==> config.mk <==
export PLATFORM = sky130hd
export DESIGN_NAME = iplpm_scan
export DESIGN_NICKNAME = d
export VERILOG_FILES = /design/src/hw/rtl/iplpm_pkg.sv /design/src/hw/rtl/iplpm_scan.sv
export SDC_FILE = /design/constraint.sdc
export NUM_CORES = 1
export LEC_CHECK = 0
export BUFFER_PORTS_ARGS = -buffer_cell sky130_fd_sc_hd__buf_2
export CAP_MARGIN = 20
export CORE_MARGIN = 2
export CORE_UTILIZATION = 46
export CTS_BUF_LIST = sky130_fd_sc_hd__clkbuf_8 sky130_fd_sc_hd__clkbuf_16
export DETAILED_ROUTE_END_ITERATION = 10
export PLACE_DENSITY = 0.72
export SETUP_SLACK_MARGIN = 0.5
export SLEW_MARGIN = 20
export SYNTH_ARGS = -nofsm -noshare
export SYNTH_HDL_FRONTEND = slang
export SYNTH_SLANG_ARGS = --single-unit
==> constraint.sdc <==
create_clock -name i_clk -period 13 [get_ports i_clk]
set_input_delay 0 -clock i_clk [delete_from_list [all_inputs] [get_ports i_clk]]
set_output_delay 0 -clock i_clk [all_outputs]
set_load 0.01 [all_outputs]
==> src/hw/rtl/iplpm_pkg.sv <==
// shared types and constants for the ipv4 longest prefix route lookup unit
// no dependencies
`default_nettype none

package iplpm_pkg;

    localparam int ROUTES = 1024;
    localparam int IDX_W  = (ROUTES > 1) ? $clog2(ROUTES) : 1;
    localparam int CNT_W  = $clog2(ROUTES + 1);
    localparam int ACT_W  = 11;

    localparam logic KIND_WRITE  = 1'b0;
    localparam logic KIND_LOOKUP = 1'b1;

    typedef struct packed {
        logic        kind;
        logic [9:0]  entry_index;
        logic [31:0] route_prefix;
        logic [31:0] route_mask;
        logic [31:0] route_gateway;
        logic [7:0]  route_port;
        logic [31:0] dest_address;
    } t_in_req;

    typedef struct packed {
        logic        route_found;
        logic [31:0] hop_addr;
        logic [7:0]  out_port;
    } t_result;

    typedef struct packed {
        logic [31:0] prefix;
        logic [31:0] mask;
        logic [31:0] hop;
        logic [7:0]  port;
    } t_entry;

    typedef struct packed {
        logic             en;
        logic [IDX_W-1:0] addr;
    } t_rd_req;

    typedef struct packed {
        logic             start;
        logic [31:0]      dest;
        logic [CNT_W-1:0] limit;
    } t_scan_req;

endpackage

`default_nettype wire

==> src/hw/rtl/iplpm_scan.sv <==
// lookup sequencer: walks the table one entry per cycle, keeps the best match
// and holds the result register; depends on iplpm_pkg
`default_nettype none

module iplpm_scan (
    input  wire                       i_clk,
    input  wire                       i_rst_n,
    input  wire  iplpm_pkg::t_scan_req i_req,
    output logic                      o_busy,
    output iplpm_pkg::t_rd_req        o_rd,
    input  wire  iplpm_pkg::t_entry   i_rd_data,
    output logic                      o_res_valid,
    input  wire                       i_res_ready,
    output iplpm_pkg::t_result        o_res
);

    typedef enum logic [2:0] {
        S_IDLE = 3'b001,
        S_SCAN = 3'b010,
        S_HOLD = 3'b100
    } t_scan_state;

    t_scan_state                   r_state, n_state;
    logic                          r_cmp_v, n_cmp_v;
    logic                          r_out_valid, n_out_valid;
    iplpm_pkg::t_result            r_out, n_out;
    logic [31:0]                   r_dest, n_dest;
    logic [iplpm_pkg::CNT_W-1:0]   r_limit, n_limit;
    logic [iplpm_pkg::CNT_W-1:0]   r_addr, n_addr;
    logic                          r_found, n_found;
    logic [31:0]                   r_mask, n_mask;
    logic [31:0]                   r_hop, n_hop;
    logic [7:0]                    r_port, n_port;
    logic                          match;
    logic                          better;

    assign match  = (r_dest & i_rd_data.mask) == i_rd_data.prefix;
    assign better = !r_found || (i_rd_data.mask > r_mask);

    always_comb begin
        n_state     = r_state;
        n_cmp_v     = r_cmp_v;
        n_out_valid = r_out_valid;
        n_out       = r_out;
        n_dest      = r_dest;
        n_limit     = r_limit;
        n_addr      = r_addr;
        n_found     = r_found;
        n_mask      = r_mask;
        n_hop       = r_hop;
        n_port      = r_port;
        o_rd.en     = 1'b0;
        o_rd.addr   = r_addr[iplpm_pkg::IDX_W-1:0];

        if (r_out_valid && i_res_ready) begin
            n_out_valid = 1'b0;
        end

        unique case (r_state)
            S_IDLE: begin
                n_cmp_v = 1'b0;
                if (i_req.start) begin
                    n_dest  = i_req.dest;
                    n_limit = i_req.limit;
                    n_addr  = '0;
                    n_found = 1'b0;
                    n_mask  = '0;
                    n_hop   = '0;
                    n_port  = '0;
                    n_state = (i_req.limit == '0) ? S_HOLD : S_SCAN;
                end
            end
            S_SCAN: begin
                o_rd.en = (r_addr != r_limit);
                n_cmp_v = (r_addr != r_limit);
                if (r_addr != r_limit) begin
                    n_addr = r_addr + 1'b1;
                end
                if (r_cmp_v && match && better) begin
                    n_found = 1'b1;
                    n_mask  = i_rd_data.mask;
                    n_hop   = i_rd_data.hop;
                    n_port  = i_rd_data.port;
                end
                if ((r_addr == r_limit) && !r_cmp_v) begin
                    n_state = S_HOLD;
                end
            end
            S_HOLD: begin
                n_cmp_v = 1'b0;
                if (!r_out_valid || i_res_ready) begin
                    n_out_valid       = 1'b1;
                    n_out.route_found = r_found;
                    n_out.hop_addr    = r_hop;
                    n_out.out_port    = r_port;
                    n_state           = S_IDLE;
                end
            end
            default: begin
                n_state = S_IDLE;
                n_cmp_v = 1'b0;
            end
        endcase
    end

    always_ff @(posedge i_clk) begin
        if (!i_rst_n) begin
            r_state     <= S_IDLE;
            r_cmp_v     <= 1'b0;
            r_out_valid <= 1'b0;
        end else begin
            r_state     <= n_state;
            r_cmp_v     <= n_cmp_v;
            r_out_valid <= n_out_valid;
        end
    end

    always_ff @(posedge i_clk) begin
        r_out   <= n_out;
        r_dest  <= n_dest;
        r_limit <= n_limit;
        r_addr  <= n_addr;
        r_found <= n_found;
        r_mask  <= n_mask;
        r_hop   <= n_hop;
        r_port  <= n_port;
    end

    assign o_busy      = (r_state != S_IDLE);
    assign o_res_valid = r_out_valid;
    assign o_res       = r_out;

endmodule

`default_nettype wire

## Word level (Yosys, flattened, before mapping)

Index checks and enable logic that the tools add are counted.

- Flip-flop bits (word level): 173
- Input bits: 151
- Output and inout port bits: 54
- Logic and storage cells: 67

- Muxes and demuxes: 23
- $add $sub $neg: 1
- Reductions and logical operators: 16
- Order comparisons: 1
- Bitwise operators: 1
- Eq/ne operators: 12

Operators by type and width:

| cell | number |
|---|---|
| $pmux W32 S2 | 2 |
| $mux W32 | 3 |
| $and A32 B32 Y32 | 1 |
| $eq A32 B32 Y1 | 1 |
| $gt A32 B32 Y1 | 1 |
| $mux W11 | 2 |
| $pmux W11 S2 | 1 |
| $mux W8 | 2 |
| $pmux W8 S2 | 1 |
| $mux W3 | 4 |
| $add A11 B1 Y11 const B | 1 |
| $eq A11 B11 Y1 | 1 |
| $logic_not A11 Y1 | 1 |
| $ne A11 B11 Y1 | 1 |
| $ne A2 B2 Y1 const B | 5 |
| $pmux W3 S3 | 1 |
| $reduce_and A3 Y1 | 3 |
| $mux W1 | 6 |
| $logic_and A1 B1 Y1 | 4 |
| $reduce_and A2 Y1 | 2 |
| $eq A3 B1 Y1 const B | 1 |
| $eq A3 B2 Y1 const B | 1 |
| $eq A3 B3 Y1 const B | 1 |
| $logic_not A1 Y1 | 3 |
| other kinds (4) | 5 |

## Depth between registers and ports, before layout

- Depth in word-level cells: 6
- Depth in mapped cells: 8
- Mapped depth without buffers: 8

## Worst setup path before layout

OpenSTA, ideal clock, no wires.

- Kind: flip-flop to flip-flop
- Start point: reg r_mask[14]
- End point: reg r_found, enable pin
- Required time: 12487 ps
- Period minus slack after synthesis: 5202 ps
- Arrival: 4689 ps
- Library setup time: 513 ps
- Path buffers: 0
- Cell stages (with the launch flop): 8
- Path slack: 7798 ps
- Cell sequence: edfxtp_1 > inv_1 > ha_1 > nand4_1 > nor4_1 > a211o_1 > a32oi_1 > o21ai_1

- Word-level cells in the longest chain between the ends: 5

Ends and longest elaborated chain:

| item | RTL line | text |
|---|---|---|
| start, declared | iplpm_scan.sv:31 | `logic [31:0] r_mask, n_mask;` |
| start signal, assigned | iplpm_scan.sv:124 | `r_mask <= n_mask;` |
| $gt A32 B32 Y1 | iplpm_scan.sv:38 | `assign better = !r_found \|\| (i_rd_data.mask > r_mask);` |
| $logic_or A1 B1 Y1 | iplpm_scan.sv:38 |  |
| $logic_and A1 B1 Y1 | iplpm_scan.sv:79 | `if (r_cmp_v && match && better) begin` |
| $ne A2 B2 Y1 (no source line) | - |  |
| $reduce_and A3 Y1 (no source line) | - |  |
| end signal, assigned | iplpm_scan.sv:123 | `r_found <= n_found;` |
| end, declared | iplpm_scan.sv:30 | `logic r_found, n_found;` |

No other way between the ends.
A chain may end at the register's enable or synchronous reset.

## Worst setup path in the final report

- Start point: reg r_mask[11]
- End point: reg r_hop[1], enable pin

- Word-level cells in the longest chain between the ends: 5

Ends and longest elaborated chain:

| item | RTL line | text |
|---|---|---|
| $gt A32 B32 Y1 | iplpm_scan.sv:38 |  |
| $logic_or A1 B1 Y1 | iplpm_scan.sv:38 |  |
| $logic_and A1 B1 Y1 | iplpm_scan.sv:79 |  |
| $ne A2 B2 Y1 (no source line) | - |  |
| $reduce_and A3 Y1 (no source line) | - |  |
| end signal, assigned | iplpm_scan.sv:125 | `r_hop <= n_hop;` |
| end, declared | iplpm_scan.sv:32 | `logic [31:0] r_hop, n_hop;` |

No other way between the ends.

==> summary.txt <==
status -> complete, no violations
post-layout util -> 0.6558
post-synth top area cell -> edfxtp_1
Reg-to-Reg Start -> r_mask[11]$_SDFFCE_PN0P_
crit path launch -> r_mask[11]$_SDFFCE_PN0P_
die height -> 131.7 um
antenna-violating nets left -> 0
initial DRC count -> 221
DIE AREA -> 17350 um2
Period Utilization, post-route -> 0.2431
Crit Path Class -> register to register
Max Cap Violations -> 0
num ports -> 205
synth top area cells -> edfxtp_1 (67%), and2_1 (6.1%), ha_1 (5.5%)
Worst-Skew Late Latency -> 0.42 ns
count of state elements after synthesis -> 173
Syn Nets -> 723
Pleak -> 4.320 nW
Core Rows -> 46
DIE WIDTH -> 131.7 um
Starting Density -> 0.4707
CP max FO -> 65
RSZ-0062 raised after global routing -> false
Layout fillers -> 1173
Fin. Hold Viols -> 0
gp weighted congestion -> 0.8227
first-pass GRT wire length -> 28230 um
footprint of the multi-input gates -> 2112 um2
Distinct cells, synth -> 37
final WL -> 17890 um
Critical Path Source Type -> register
Ys Warns -> 0
skew final -> 0.009575 ns
mean post-synth cell area -> 13.92 um2
min-delay worst type -> input pin to register
f_max -> 316.4 MHz
Post-DP HPWL -> 11630 um
total power -> 1.521 mW
sequential area share after synthesis -> 0.6856
Pwr Density -> 145.5 nW/um2
final hold slack -> 0.05031 ns
Yosys top cell area share -> 0.6722
Post-synth EDFFs -> 168
mapped cell area -> 7505 um2
Hold Crit Start -> i_req[43]
H-tree depth -> 4
CTS Root Cell -> clkbuf_16
share of layout cells above drive strength 1 -> 0.2815
# setup viols final -> 0
largest net degree at the start of global routing -> 77
placed insts -> 941
number of remaining DRC errors -> 0
number of I/O port buffers -> 204
Pre-antenna DRT Iters -> 6
asr flop ratio synth -> 0
Via Count -> 5259
Reg clk slew, reported paths -> 0.07 ns
area delta synth->final -> 39.31%
most frequent cell after synthesis -> edfxtp_1
Seq. cell area -> 5145 um2
TritonCTS clock tree -> built
max_slew headroom -> 0.3493
Cells after Synth -> 539
Post-synth top flop -> edfxtp_1
grt ovf -> 0
CP arrival -> 3.21 ns
post-route minimum period -> 3.160 ns
Max clock buf depth -> 2
core box area -> 15940 um2
Critical Path RT -> 13.05 ns
WL/cell -> 16.37 um
gr usage total -> 0.2107
worst slew pin tran -> 0.9746 ns
count of final max-slew check failures -> 0
Post-CTS Setup Inserts -> 0
clk sinks -> 173
Final TNS setup -> 0 ns
initial antenna violation count -> 2
total CTS buffers -> 17
final cell count without fillers -> 1093
drt via density -> 4.812
vias in the first global route -> 5673
Commonest cells post-synth -> edfxtp_1 (168), and2_1 (73), nand2_1 (47), xor2_1 (45), inv_1 (39)
Layout Nets -> 1045
maximum vdd drop -> 94.40 uV
CP Capture Type -> register
[per-stage QoR]
step	instance area, um2	setup WS [ns]
6_report	10460	9.840
4_1_cts	10450	9.833
3_3_place_gp	8710	9.961
2_1_floorplan	7505	7.798
5_1_grt	10450	9.592
3_5_place_dp	8710	9.872
[path summary, 6_finish.rpt]
path,endpoint,slack [ns],cells past startpoint
worst min register to register,o_res[9]$_DFFE_PP_,0.42,0
worst min-delay path,r_state[1]$_SDFFE_PN0P_,0.05,4
worst max register to register,r_hop[1]$_SDFFCE_PN0P_,9.84,8
worst max-delay path,r_hop[1]$_SDFFCE_PN0P_,9.84,8
[logic make-up after synthesis]
logic type	count (synthesis)	share of synthesized area
compound gates	31	0.02701
xor+xnor	52	0.06069
fa+ha+maj	33	0.05502
buf+inv	59	0.03518
flops	173	0.6856
simple gates	191	0.1365
[layout by cell type (no fill, tap or decap), types with 6 or more instances in the layout]
cell type,count
dlygate4sd3_1,117
and2_1,73
nor2_1,20
xor2_1,45
xnor2_1,7
o21ai_0,7
nand3_1,8
inv_8,6
inv_1,37
nand2b_1,6
buf_2,204
edfxtp_1,168
a21oi_1,9
nor4_1,9
clkbuf_16,17
ha_1,33
nand2_1,47
nand4_1,16
[where the power goes]
part | internal, mW | switching (mW) | total (mW)
logic | 0.110 | 0.153 | 0.262
clock network | 0.255 | 0.235 | 0.490
registers | 0.733 | 0.0363 | 0.769
[layout make-up]
cell class	count	share of cell area
sequential	173	0.4921
multi-input combinational	307	0.2020
clock inverter	15	0.01352
antenna	3	0.0007180
tap	216	0.02585
inverter	39	0.01400
clock buffer	17	0.04069
timing repair buffer	323	0.2111
[timing repair]
item | 4_1_cts | 5_1_grt
hold endpoints to repair | 120 | 0
resized for setup | 0 | 0
hold buffers | 117 | 0
[routing by layer]
| layer | vias to the layer above | global-route usage | wire length [um] |
|---|---|---|---|
| met5 | - | 0 | 0 |
| met3 | 32 | 0.05421 | 1047 |
| met1 | 2465 | 0.2405 | 7198 |
| met4 | 0 | 0.08454 | 434 |
| li1 | 2550 | - | - |
| met2 | 212 | 0.3781 | 9207 |
[worst max-delay path, cell delays in order, from the launching register on]
cell and delay, ns:
edfxtp_1 0.32, inv_1 0.04, ha_1 0.32, nand4_1 0.16
nor4_1 0.48, a211o_1 0.21, a32oi_1 0.15, o21ai_4 0.35
buf_4 0.70
[flip-flops by register name, summed over array words and instances, names as in the netlist, 3 cells and up]
name,flops
r_addr,11
o_res,41
r_state,3
r_limit,11
r_hop,32
r_port,8
r_dest,32
r_mask,32
Note: power is estimated with default switching activity, not from simulation.
